**config.mk**
```make
export PLATFORM = sky130hd
export DESIGN_NAME = timer_prescaler_compare_solver_top
export DESIGN_NICKNAME = d
export VERILOG_FILES = /design/src/rtl/tpcs_pkg.sv /design/src/rtl/tpcs_div.sv /design/src/rtl/tpcs_dp.sv /design/src/rtl/tpcs_ctrl.sv /design/src/rtl/timer_prescaler_compare_solver_top.sv
export SDC_FILE = /design/constraint.sdc
export NUM_CORES = 1
export LEC_CHECK = 0
export ABC_AREA = 1
export BUFFER_PORTS_ARGS = -buffer_cell sky130_fd_sc_hd__buf_2
export CAP_MARGIN = 10
export CORE_MARGIN = 2
export CORE_UTILIZATION = 66
export DETAILED_ROUTE_END_ITERATION = 6
export GPL_TIMING_DRIVEN = 0
export PLACE_DENSITY = 0.83
export SYNTH_ARGS = -nofsm -noshare
export SYNTH_HDL_FRONTEND = slang
export SYNTH_SLANG_ARGS = --single-unit
```
**constraint.sdc**
```tcl
create_clock -name clk -period 10.3 [get_ports clk]
set_input_delay 0.515 -clock clk [delete_from_list [all_inputs] [get_ports clk]]
set_output_delay 0.515 -clock clk [all_outputs]
set_load 0.01 [all_outputs]
```
**src/rtl/tpcs_pkg.sv**
```systemverilog
// ----------------------------------------------------------------------------
// Timer prescaler solver package
// Types, constants and prescaler table functions shared by the solver.
// ----------------------------------------------------------------------------
`timescale 1ns / 1ps

package tpcs_pkg;

	localparam int CLK_W   = 27;
	localparam int FREQ_W  = 32;
	localparam int SEL_W   = 2;
	localparam int CODE_W  = 3;
	localparam int CMP_W   = 16;
	localparam int ACH_W   = 26;
	localparam int SHIFT_W = 4;
	localparam int CNT_W   = $clog2(CLK_W + 1);

	localparam logic [CLK_W-1:0] CLK_RESET = CLK_W'(16000000);
	localparam logic [CMP_W-1:0] LIMIT_8   = CMP_W'(255);
	localparam logic [CMP_W-1:0] LIMIT_16  = CMP_W'(65535);

	localparam logic [SEL_W-1:0] SEL_T8_SHORT  = 2'd0;
	localparam logic [SEL_W-1:0] SEL_T16_SHORT = 2'd1;
	localparam logic [SEL_W-1:0] SEL_T8_LONG   = 2'd2;
	localparam logic [SEL_W-1:0] SEL_INVALID   = 2'd3;

	localparam logic [CODE_W-1:0] CODE_FIRST      = 3'd1;
	localparam logic [CODE_W-1:0] CODE_LAST_SHORT = 3'd5;
	localparam logic [CODE_W-1:0] CODE_LAST_LONG  = 3'd7;

	typedef struct packed {
		logic [SEL_W-1:0]  timer_select;
		logic [FREQ_W-1:0] target_freq;
	} tpcs_in_t;

	typedef struct packed {
		logic              ok;
		logic [CODE_W-1:0] clock_select;
		logic [CMP_W-1:0]  compare_value;
		logic              overflow_mode;
		logic [ACH_W-1:0]  achieved_freq;
	} tpcs_out_t;

	typedef enum logic [2:0] {
		ST_IDLE,
		ST_CHECK,
		ST_START,
		ST_SEARCH,
		ST_EVAL,
		ST_ACH,
		ST_WRITE
	} tpcs_state_t;

	typedef struct packed {
		logic load;
		logic start_search;
		logic start_ach;
		logic next_code;
		logic mark_fail;
		logic write_out;
	} tpcs_cmd_t;

	typedef struct packed {
		logic bad;
		logic div_busy;
		logic fits;
		logic last;
		logic out_free;
	} tpcs_status_t;

	// Log2 of the prescale factor for a clock code.
	function automatic logic [SHIFT_W-1:0] prescale_shift(input logic long_tab,
		input logic [CODE_W-1:0] code);
		logic [SHIFT_W-1:0] s;
		s = '0;
		if (long_tab) begin
			unique case (code)
				3'd2: s = 4'd3;
				3'd3: s = 4'd5;
				3'd4: s = 4'd6;
				3'd5: s = 4'd7;
				3'd6: s = 4'd8;
				3'd7: s = 4'd10;
				default: s = 4'd0;
			endcase
		end else begin
			unique case (code)
				3'd2: s = 4'd3;
				3'd3: s = 4'd6;
				3'd4: s = 4'd8;
				3'd5: s = 4'd10;
				default: s = 4'd0;
			endcase
		end
		return s;
	endfunction

endpackage

```
**src/rtl/tpcs_div.sv**
```systemverilog
// ----------------------------------------------------------------------------
// Solver divider
// Radix-2 restoring divider, one quotient bit per cycle.
// ----------------------------------------------------------------------------
`timescale 1ns / 1ps

module tpcs_div (
	input  logic                        clk,
	input  logic                        arst_n,
	input  logic                        start,
	input  logic [tpcs_pkg::CLK_W-1:0]  dividend,
	input  logic [tpcs_pkg::FREQ_W-1:0] divisor,
	output logic                        busy,
	output logic [tpcs_pkg::CLK_W-1:0]  quotient
);
	import tpcs_pkg::*;

	logic [CNT_W-1:0]  cnt_q;
	logic [FREQ_W-1:0] rem_q;
	logic [FREQ_W-1:0] dvs_q;
	logic [CLK_W-1:0]  dvd_q;
	logic [FREQ_W:0]   trial;
	logic [FREQ_W:0]   diff;
	logic              bit_one;

	assign trial   = {rem_q, dvd_q[CLK_W-1]};
	assign diff    = trial - {1'b0, dvs_q};
	assign bit_one = !diff[FREQ_W];

	always_ff @(posedge clk or negedge arst_n) begin
		if (!arst_n) begin
			cnt_q <= '0;
		end else if (start) begin
			cnt_q <= CNT_W'(CLK_W);
		end else if (busy) begin
			cnt_q <= cnt_q - 1'b1;
		end
	end

	always_ff @(posedge clk) begin
		if (start) begin
			rem_q <= '0;
			dvs_q <= divisor;
			dvd_q <= dividend;
		end else if (busy) begin
			rem_q <= bit_one ? diff[FREQ_W-1:0] : trial[FREQ_W-1:0];
			dvd_q <= {dvd_q[CLK_W-2:0], bit_one};
		end
	end

	assign busy     = (cnt_q != '0);
	assign quotient = dvd_q;

endmodule

```
**src/rtl/tpcs_dp.sv**
```systemverilog
// ----------------------------------------------------------------------------
// Solver datapath
// Holds the clock register, the item, the search code and the result.
// ----------------------------------------------------------------------------
`timescale 1ns / 1ps

module tpcs_dp (
	input  logic                       clk,
	input  logic                       arst_n,
	input  logic                       cfg_valid,
	input  logic [tpcs_pkg::CLK_W-1:0] cfg_data,
	input  tpcs_pkg::tpcs_in_t         in_data,
	input  tpcs_pkg::tpcs_cmd_t        cmd,
	output tpcs_pkg::tpcs_status_t     status,
	output logic                       out_valid,
	input  logic                       out_ready,
	output tpcs_pkg::tpcs_out_t        out_data
);
	import tpcs_pkg::*;

	logic [CLK_W-1:0]   clk_hz_q;
	logic [SEL_W-1:0]   sel_q;
	logic [FREQ_W-1:0]  freq_q;
	logic [CODE_W-1:0]  code_q;
	logic [CMP_W-1:0]   cmp_q;
	logic               ok_q;
	logic               out_valid_q;
	tpcs_out_t          out_q;
	logic               long_tab;
	logic [SHIFT_W-1:0] shift;
	logic [CLK_W-1:0]   dividend;
	logic [FREQ_W-1:0]  divisor;
	logic [CLK_W-1:0]   quo;
	logic [CLK_W-1:0]   cmp_full;
	logic [CMP_W-1:0]   limit;
	logic               div_busy;

	assign long_tab = (sel_q == SEL_T8_LONG);
	assign shift    = prescale_shift(long_tab, code_q);
	assign dividend = clk_hz_q >> (shift + 1'b1);
	assign divisor  = cmd.start_ach ? FREQ_W'(quo) : freq_q;
	assign cmp_full = quo - 1'b1;
	assign limit    = (sel_q == SEL_T16_SHORT) ? LIMIT_16 : LIMIT_8;

	tpcs_div u_div (
		.clk      (clk),
		.arst_n   (arst_n),
		.start    (cmd.start_search || cmd.start_ach),
		.dividend (dividend),
		.divisor  (divisor),
		.busy     (div_busy),
		.quotient (quo)
	);

	always_ff @(posedge clk or negedge arst_n) begin
		if (!arst_n) begin
			clk_hz_q <= CLK_RESET;
		end else if (cfg_valid) begin
			clk_hz_q <= cfg_data;
		end
	end

	always_ff @(posedge clk or negedge arst_n) begin
		if (!arst_n) begin
			out_valid_q <= 1'b0;
		end else if (cmd.write_out) begin
			out_valid_q <= 1'b1;
		end else if (out_ready) begin
			out_valid_q <= 1'b0;
		end
	end

	always_ff @(posedge clk) begin
		if (cmd.load) begin
			sel_q  <= in_data.timer_select;
			freq_q <= in_data.target_freq;
			code_q <= CODE_FIRST;
		end else if (cmd.next_code) begin
			code_q <= code_q + 1'b1;
		end
		if (cmd.start_ach) begin
			cmp_q <= cmp_full[CMP_W-1:0];
			ok_q  <= 1'b1;
		end else if (cmd.mark_fail) begin
			ok_q <= 1'b0;
		end
		if (cmd.write_out) begin
			if (ok_q) begin
				out_q.ok            <= 1'b1;
				out_q.clock_select  <= code_q;
				out_q.compare_value <= cmp_q;
				out_q.overflow_mode <= (cmp_q == '0);
				out_q.achieved_freq <= quo[ACH_W-1:0];
			end else begin
				out_q <= '0;
			end
		end
	end

	assign status.bad      = (sel_q == SEL_INVALID) || (freq_q == '0)
		|| (freq_q > FREQ_W'(clk_hz_q >> 1));
	assign status.div_busy = div_busy;
	assign status.fits     = (quo != '0) && (cmp_full <= CLK_W'(limit));
	assign status.last     = long_tab ? (code_q == CODE_LAST_LONG)
		: (code_q == CODE_LAST_SHORT);
	assign status.out_free = !out_valid_q || out_ready;

	assign out_valid = out_valid_q;
	assign out_data  = out_q;

endmodule

```
**src/rtl/tpcs_ctrl.sv**
```systemverilog
// ----------------------------------------------------------------------------
// Solver controller
// Sequences the check, the prescaler search and the result transfer.
// ----------------------------------------------------------------------------
`timescale 1ns / 1ps

module tpcs_ctrl (
	input  logic                   clk,
	input  logic                   arst_n,
	input  logic                   in_valid,
	output logic                   in_ready,
	input  tpcs_pkg::tpcs_status_t status,
	output tpcs_pkg::tpcs_cmd_t    cmd
);
	import tpcs_pkg::*;

	tpcs_state_t state_q;
	tpcs_state_t state_nxt;

	always_ff @(posedge clk or negedge arst_n) begin
		if (!arst_n) begin
			state_q <= ST_IDLE;
		end else begin
			state_q <= state_nxt;
		end
	end

	always_comb begin
		state_nxt = state_q;
		unique case (state_q)
			ST_IDLE:   if (in_valid) state_nxt = ST_CHECK;
			ST_CHECK:  state_nxt = status.bad ? ST_WRITE : ST_START;
			ST_START:  state_nxt = ST_SEARCH;
			ST_SEARCH: if (!status.div_busy) state_nxt = ST_EVAL;
			ST_EVAL: begin
				if (status.fits) begin
					state_nxt = ST_ACH;
				end else if (status.last) begin
					state_nxt = ST_WRITE;
				end else begin
					state_nxt = ST_START;
				end
			end
			ST_ACH:    if (!status.div_busy) state_nxt = ST_WRITE;
			ST_WRITE:  if (status.out_free) state_nxt = ST_IDLE;
			default:   state_nxt = ST_IDLE;
		endcase
	end

	always_comb begin
		cmd      = '0;
		in_ready = 1'b0;
		unique case (state_q)
			ST_IDLE: begin
				in_ready = 1'b1;
				cmd.load = in_valid;
			end
			ST_CHECK:  cmd.mark_fail = status.bad;
			ST_START:  cmd.start_search = 1'b1;
			ST_SEARCH: ;
			ST_EVAL: begin
				cmd.start_ach = status.fits;
				cmd.mark_fail = !status.fits && status.last;
				cmd.next_code = !status.fits && !status.last;
			end
			ST_ACH:    ;
			ST_WRITE:  cmd.write_out = status.out_free;
			default:   ;
		endcase
	end

endmodule

```
**src/rtl/timer_prescaler_compare_solver_top.sv**
```systemverilog
// One item is handled at a time. After a transfer the block checks the item in its
// check state, then tries the prescaler codes from code 1 upward; each code takes one
// run of the shared 27-step radix-2 divider, and the achieved frequency takes one more
// division. A rejected item goes straight to the write state, and the longest search
// tries all seven long-table codes. The result waits in an output register, so a new
// item is taken while the previous result has not yet been transferred. The clock
// register is written through its own port, which is always ready; the user must write
// it only while the block is idle, as the block itself does not enforce this.
// ----------------------------------------------------------------------------
// Timer prescaler solver top level
// Finds the prescaler code and compare value for a wanted toggle frequency.
// ----------------------------------------------------------------------------
`timescale 1ns / 1ps

module timer_prescaler_compare_solver_top (
	input  logic                       clk,
	input  logic                       arst_n,
	input  logic                       cfg_valid,
	output logic                       cfg_ready,
	input  logic [tpcs_pkg::CLK_W-1:0] cfg_data,
	input  logic                       in_valid,
	output logic                       in_ready,
	input  tpcs_pkg::tpcs_in_t         in_data,
	output logic                       out_valid,
	input  logic                       out_ready,
	output tpcs_pkg::tpcs_out_t        out_data
);
	import tpcs_pkg::*;

	tpcs_cmd_t    cmd;
	tpcs_status_t status;

	assign cfg_ready = 1'b1;

	tpcs_ctrl u_ctrl (
		.clk      (clk),
		.arst_n   (arst_n),
		.in_valid (in_valid),
		.in_ready (in_ready),
		.status   (status),
		.cmd      (cmd)
	);

	tpcs_dp u_dp (
		.clk       (clk),
		.arst_n    (arst_n),
		.cfg_valid (cfg_valid),
		.cfg_data  (cfg_data),
		.in_data   (in_data),
		.cmd       (cmd),
		.status    (status),
		.out_valid (out_valid),
		.out_ready (out_ready),
		.out_data  (out_data)
	);

endmodule

```
After elaboration in Yosys (flattened, before gate mapping)
Index checks and enable logic that the tools add are counted.
W data, S select, Z words.

word-level totals
  output and inout port bits = 50
  logic and storage cells = 92
  bits in registers = 228
  bits of input ports = 66

operators by class
  reductions and logical operators = 19
  $add $sub $neg = 5
  eq/ne operators = 19
  multiplexer cells = 28
  shift operators = 1
  $lt $le $gt $ge = 2

operator list
  kind                     number
  $mux W27                 3
  $mux W47                 1
  $sub A33 B32 Y33         1
  $gt A32 B26 Y1           1
  $logic_not A32 Y1        1
  $mux W32                 1
  $le A27 B16 Y1           1
  $reduce_bool A27 Y1      1
  $shr A27 B4 Y27          1
  $sub A27 B1 Y27 const B  1
  $pmux W4 S6              1
  $eq A3 B3 Y1 const B     7
  $mux W3                  7
  $pmux W3 S7              1
  $logic_not A16 Y1        1
  $mux W16                 1
  $pmux W4 S4              1
  $eq A3 B2 Y1 const B     4
  $mux W5                  2
  $mux W1                  7
  $ne A2 B2 Y1 const B     3
  $reduce_bool A5 Y1       1
  $sub A5 B1 Y5 const B    1
  $add A4 B1 Y4 const B    1
  other kinds (14)         24

Depth between registers and ports, before layout
  word-level depth = 9
  depth in mapped cells = 22
  depth with buffers taken out = 20

Modules after synthesis
Synthesis repeated with hierarchy kept, for this count alone.

unflattened totals
  cells, all modules = 2063
  area total of the unflattened synthesis = 15089.5 µm²

modules (own cells, without submodules)
  module                              area an instance (µm²)  seq. area each (µm²)  instances  cells each
  tpcs_dp                             7841.3                  3702.3                1          963
  tpcs_div                            6852.8                  2537.4                1          1041
  tpcs_ctrl                           384.1                   75.1                  1          57
  timer_prescaler_compare_solver_top  11.3                    0.0                   1          2

Worst setup path before layout
Ideal clock, no wire load.

  path type = reg2reg
  from = register u_dp.u_div.dvd_q[0], in the netlist u_dp.u_div.quotient[0]
  to = register u_dp.u_div.dvd_q[0], in the netlist u_dp.u_div.quotient[0], enable pin
  stages on the path, launching flop included = 19
  path buffers = 1
  data required time = 9.916 ns
  period minus slack after synthesis = 3.810 ns
  arrival = 3.426 ns
  library setup time = 0.384 ns
  path slack = 6.490 ns
  path through = edfxtp_1 inv_1 ha_1 nand2_2 nor4_1 xor2_1 ha_1 nand2_1 inv_1 a221oi_1 nand2_1 nand3_1 nand3_1 nand2_1 nand3_4 nand2_4 inv_2 buf_6 nand2_1

between the ends
  word-level cells in the longest chain between the ends = 6
  elaborated cells on any way between the ends = 7
  classes of those cells = add/sub (1); order compare (1); mux (1); reduce/logical (4)

ends and longest elaborated chain
  item                          RTL line         source
  from (decl)                   tpcs_div.sv:21   logic [CLK_W-1:0] dvd_q;
  from (signal assigned)        tpcs_div.sv:44   dvd_q <= dividend;
  from (signal assigned)        tpcs_div.sv:47   dvd_q <= {dvd_q[CLK_W-2:0], bit_one};
  $sub A27 B1 Y27               tpcs_dp.sv:42    assign cmp_full = quo - 1'b1;
  named net u_dp.cmp_full[0]    tpcs_dp.sv:34    logic [CLK_W-1:0] cmp_full;
  $le A27 B16 Y1                tpcs_dp.sv:103   assign status.fits = (quo != '0) && (cmp_full <= CLK_W'(limit));
  $logic_and A1 B1 Y1           tpcs_dp.sv:103
  $mux W2                       tpcs_ctrl.sv:53  unique case (state_q)
  $logic_or A1 B1 Y1            tpcs_dp.sv:48    .start (cmd.start_search || cmd.start_ach),
  $reduce_bool A2 Y1 (no line)  n/a

The timed path passes the listed nets, and every way through them passes these cells.
A chain may end at the register's enable or synchronous reset.

Worst setup path after layout
  from = register u_dp.u_div.dvd_q[0], in the netlist u_dp.u_div.quotient[0]
  to = register u_dp.u_div.dvd_q[24], in the netlist u_dp.u_div.quotient[24], enable pin

The elaborated chain is that of the path after synthesis.

==> results_dict.tcl <==
set metrics [dict create \
    place.gp.congestion 0.985 \
    dr.pass1.iters 6 \
    nets 2124 \
    hold_violations 0 \
    multi_input_area_um2 6610 \
    num_io_pins 116 \
    synth_top_area_frac 0.328 \
    first_iter_violations 1385 \
    pwr-share-clk 0.172 \
    final_common_cell "nand2_1" \
    drive_gt1_frac 0.109 \
    seqCellArea_um2 6310 \
    endpoint_kind "flip-flop" \
    dp.cells 2224 \
    synthTopCellsByArea "edfxtp_1 (33%), nand2_1 (14%), inv_1 (7.4%)" \
    grt_pass1_wl_um 65200 \
    die-area_um2 22800 \
    hold_buffers 0 \
    start_util 0.675 \
    drc 0 \
    fin_crit_sh 0.506 \
    clk_pin_slew_worst_paths_ns 0.06 \
    worstMarginPinSlew_ns 1.13 \
    power_frac_seq 0.292 \
    dp_hpwl_um 32400 \
    die_w_um 151 \
    nFillCells 1505 \
    crit_chain "inv_1, ha_1, nand2_2, nor2_8, nand2_4, xor2_1, ha_1, nand2_1, inv_1, nand4_1, nor3_1, nand3_1, nor2_1, nand4_1, nand2_1, nand3_4, nand2_4, inv_2, buf_6, nand2_1" \
    wirelength_um 42100 \
    ant_nets 0 \
    crit_fanout 27 \
    placed_area_um2 15200 \
    grt-ovfl-total 0 \
    grt_pass1_vias 12469 \
    cts_max_path_buffers 3 \
    seq_area_frac_synth 0.442 \
    cp_slowest_cell "nand2_1" \
    total_power_mw 5.25 \
    viasPerCell 5.86 \
    criticalPathCategory "reg -> reg" \
    finalSetupViolCount 0 \
    p_leak_nw 7.93 \
    ys_warn_count 0 \
    syn2layout_area_growth_pct 12.5 \
    worst_slew_margin_rel 0.245 \
    avgSynthCellArea_um2 7.79 \
    critPathMaxStageDelay_ns 0.82 \
    cp.arrival_ns 5.35 \
    fmax_mhz 192 \
    fin_worst_skew_ns 0.0141 \
    swShare 0.471 \
    io_buffers 113 \
    maxCapViolations 0 \
    root_buffer "clkbuf_16" \
    num_vias 13292 \
    power_switching_mw 2.47 \
    grt.total_usage 0.371 \
    drv_slew 0 \
    antenna_found_initial 0 \
    internal_power_mw 2.78 \
    wl_per_cell_um 18.5 \
    final_cell_area_um2 16100 \
    finalNonFillerCells 2270 \
    numCtsBuffers 25 \
    row_count 53 \
    p_per_area_nw_per_um2 327 \
    fp.dieH_um 151 \
    post_cts_resized 0 \
    synth_seq_cells 228 \
    cts_tree "built" \
    yosysTopAreaCell "edfxtp_1" \
    insertion_delay_ns 0.53 \
    coreArea_um2 21200 \
    synthesis.area_um2 14300 \
    post_synth_num_cell_types 52 \
    cts_sinks 228 \
    min_period_ns 5.21 \
    vdd.ir_drop.worst_mv 0.178 \
    final_cell_mix "nand2_1 (520), inv_1 (282), edfxtp_1 (156)" \
    hp-class "in -> async" \
    cp_common_cell "nand2_1" \
    outcome "complete, no violations" \
    synth_edf_count 156 \
    worstPathRequired_ns 10.43 \
    synthArstFlopShare 0.158 \
    diodes 0 \
    power_frac_comb 0.536 \
    synth_nets 1981 \
    rsz0062_at_grt "false" \
    syn_inst 1834 \
    cts_htree_levels 1 \
    grt_max_degree 42 \
    critical_path.startpoint_type "flip-flop" \
    synth-main-ff-cell "edfxtp_1" \
    fin_setup_tns_ns 0 \
    post-cts-setup-buffers 0 \
]
==> through the flow <==
stage / hold slack (ns) / utilization / worst slack [ns]
global placement: 0.444 / 0.718 / 5.59
CTS: 0.119 / 0.759 / 5.35
detailed placement: 0.448 / 0.721 / 5.41
floorplan: 0.219 / - / 6.49
global route: 0.162 / 0.760 / 4.91
finish: 0.0938 / 0.760 / 5.09
==> final timing paths <==
check / startpoint / endpoint / slack, ns / depth (start not counted)
worst max-delay path: u_dp.u_div.quotient[0] / u_dp.u_div.quotient[24] / 5.09 / 20
worst min-delay path: arst_n / u_dp.out_valid / 0.09 / 1
worst max register to register: u_dp.u_div.quotient[0] / u_dp.u_div.quotient[24] / 5.09 / 20
worst min register to register: u_dp.ok_q / u_dp.out_data[46] / 0.46 / 0
max in group asynchronous: arst_n / u_dp.u_div.cnt_q[1] / 9.68 / 1
min in group clk: in_data[14] / u_dp.freq_q[14] / 0.16 / 1
==> registers in the layout, indices dropped and copies added, names as in the netlist <==
name and cells:
u_dp.out_data 47, u_dp.cmp_q 16, u_dp.u_div.rem_q 32, u_dp.code_q 3, u_dp.ok_q 1, u_dp.freq_q 32, u_dp.u_div.quotient 27, u_dp.u_div.cnt_q 5
u_ctrl.state_q 3, u_dp.out_valid 1, u_dp.u_div.dvs_q 32, u_dp.clk_hz_q 27, u_dp.sel_q 2
==> worst max-delay path, delay by kind of cell, from the launching register on <==
kind	cells	cell delay, ns
AND/OR/NAND/NOR	13	2.74
buffers and inverters	4	0.63
adder cells (fa/ha/maj)	2	0.56
flip-flops	1	0.52
XOR/XNOR	1	0.36
==> Yosys cell counts (28+ instances only) <==
| cell | count |
|---|---|
| nor2_1 | 130 |
| o21ai_0 | 127 |
| nand4_1 | 28 |
| dfxtp_1 | 36 |
| inv_1 | 282 |
| edfxtp_1 | 156 |
| ha_1 | 80 |
| a21oi_1 | 90 |
| o21ai_1 | 46 |
| nand3_1 | 81 |
| xor2_1 | 29 |
| dfrtp_1 | 29 |
| nand2_1 | 520 |
| clkbuf_1 | 31 |
==> power by group through the flow <==
stage / Sequential (mW) / Combinational, mW / Clock [mW]
after detailed placement: 1.53 / 2.70 / 0
after floorplan: 1.46 / 1.98 / 0
after global placement: 1.53 / 2.60 / 0
after CTS: 1.52 / 2.74 / 0.898
final: 1.53 / 2.81 / 0.903
after global routing: 1.55 / 3.12 / 0.936
==> kinds of logic after synthesis <==
group	synth area share
AND/OR/NAND/NOR	0.240
multiplexers	0.00850
other	0.000263
AO/OA/AOI/OAI	0.114
XOR/XNOR	0.0275
buffers and inverters	0.0962
flip-flops	0.442
adder cells (fa/ha/maj)	0.0715
==> layer usage <==
metal	track usage	vias up	wire length (µm)
met5	0	-	0
met4	0.150	0	1820
met3	0.0578	139	4210
met2	0.586	827	18700
met1	0.516	6062	17400
li1	-	6264	-
==> cell type report <==
class | instances | share of cell area
multi-input combinational | 1261 | 0.411
timing repair buffer | 116 | 0.0384
inverter | 285 | 0.0666
sequential | 228 | 0.393
tap | 275 | 0.0214
clock buffer | 38 | 0.0438
buffer | 60 | 0.0189
clock inverter | 7 | 0.00685
Power figures use the tool's default switching activity.
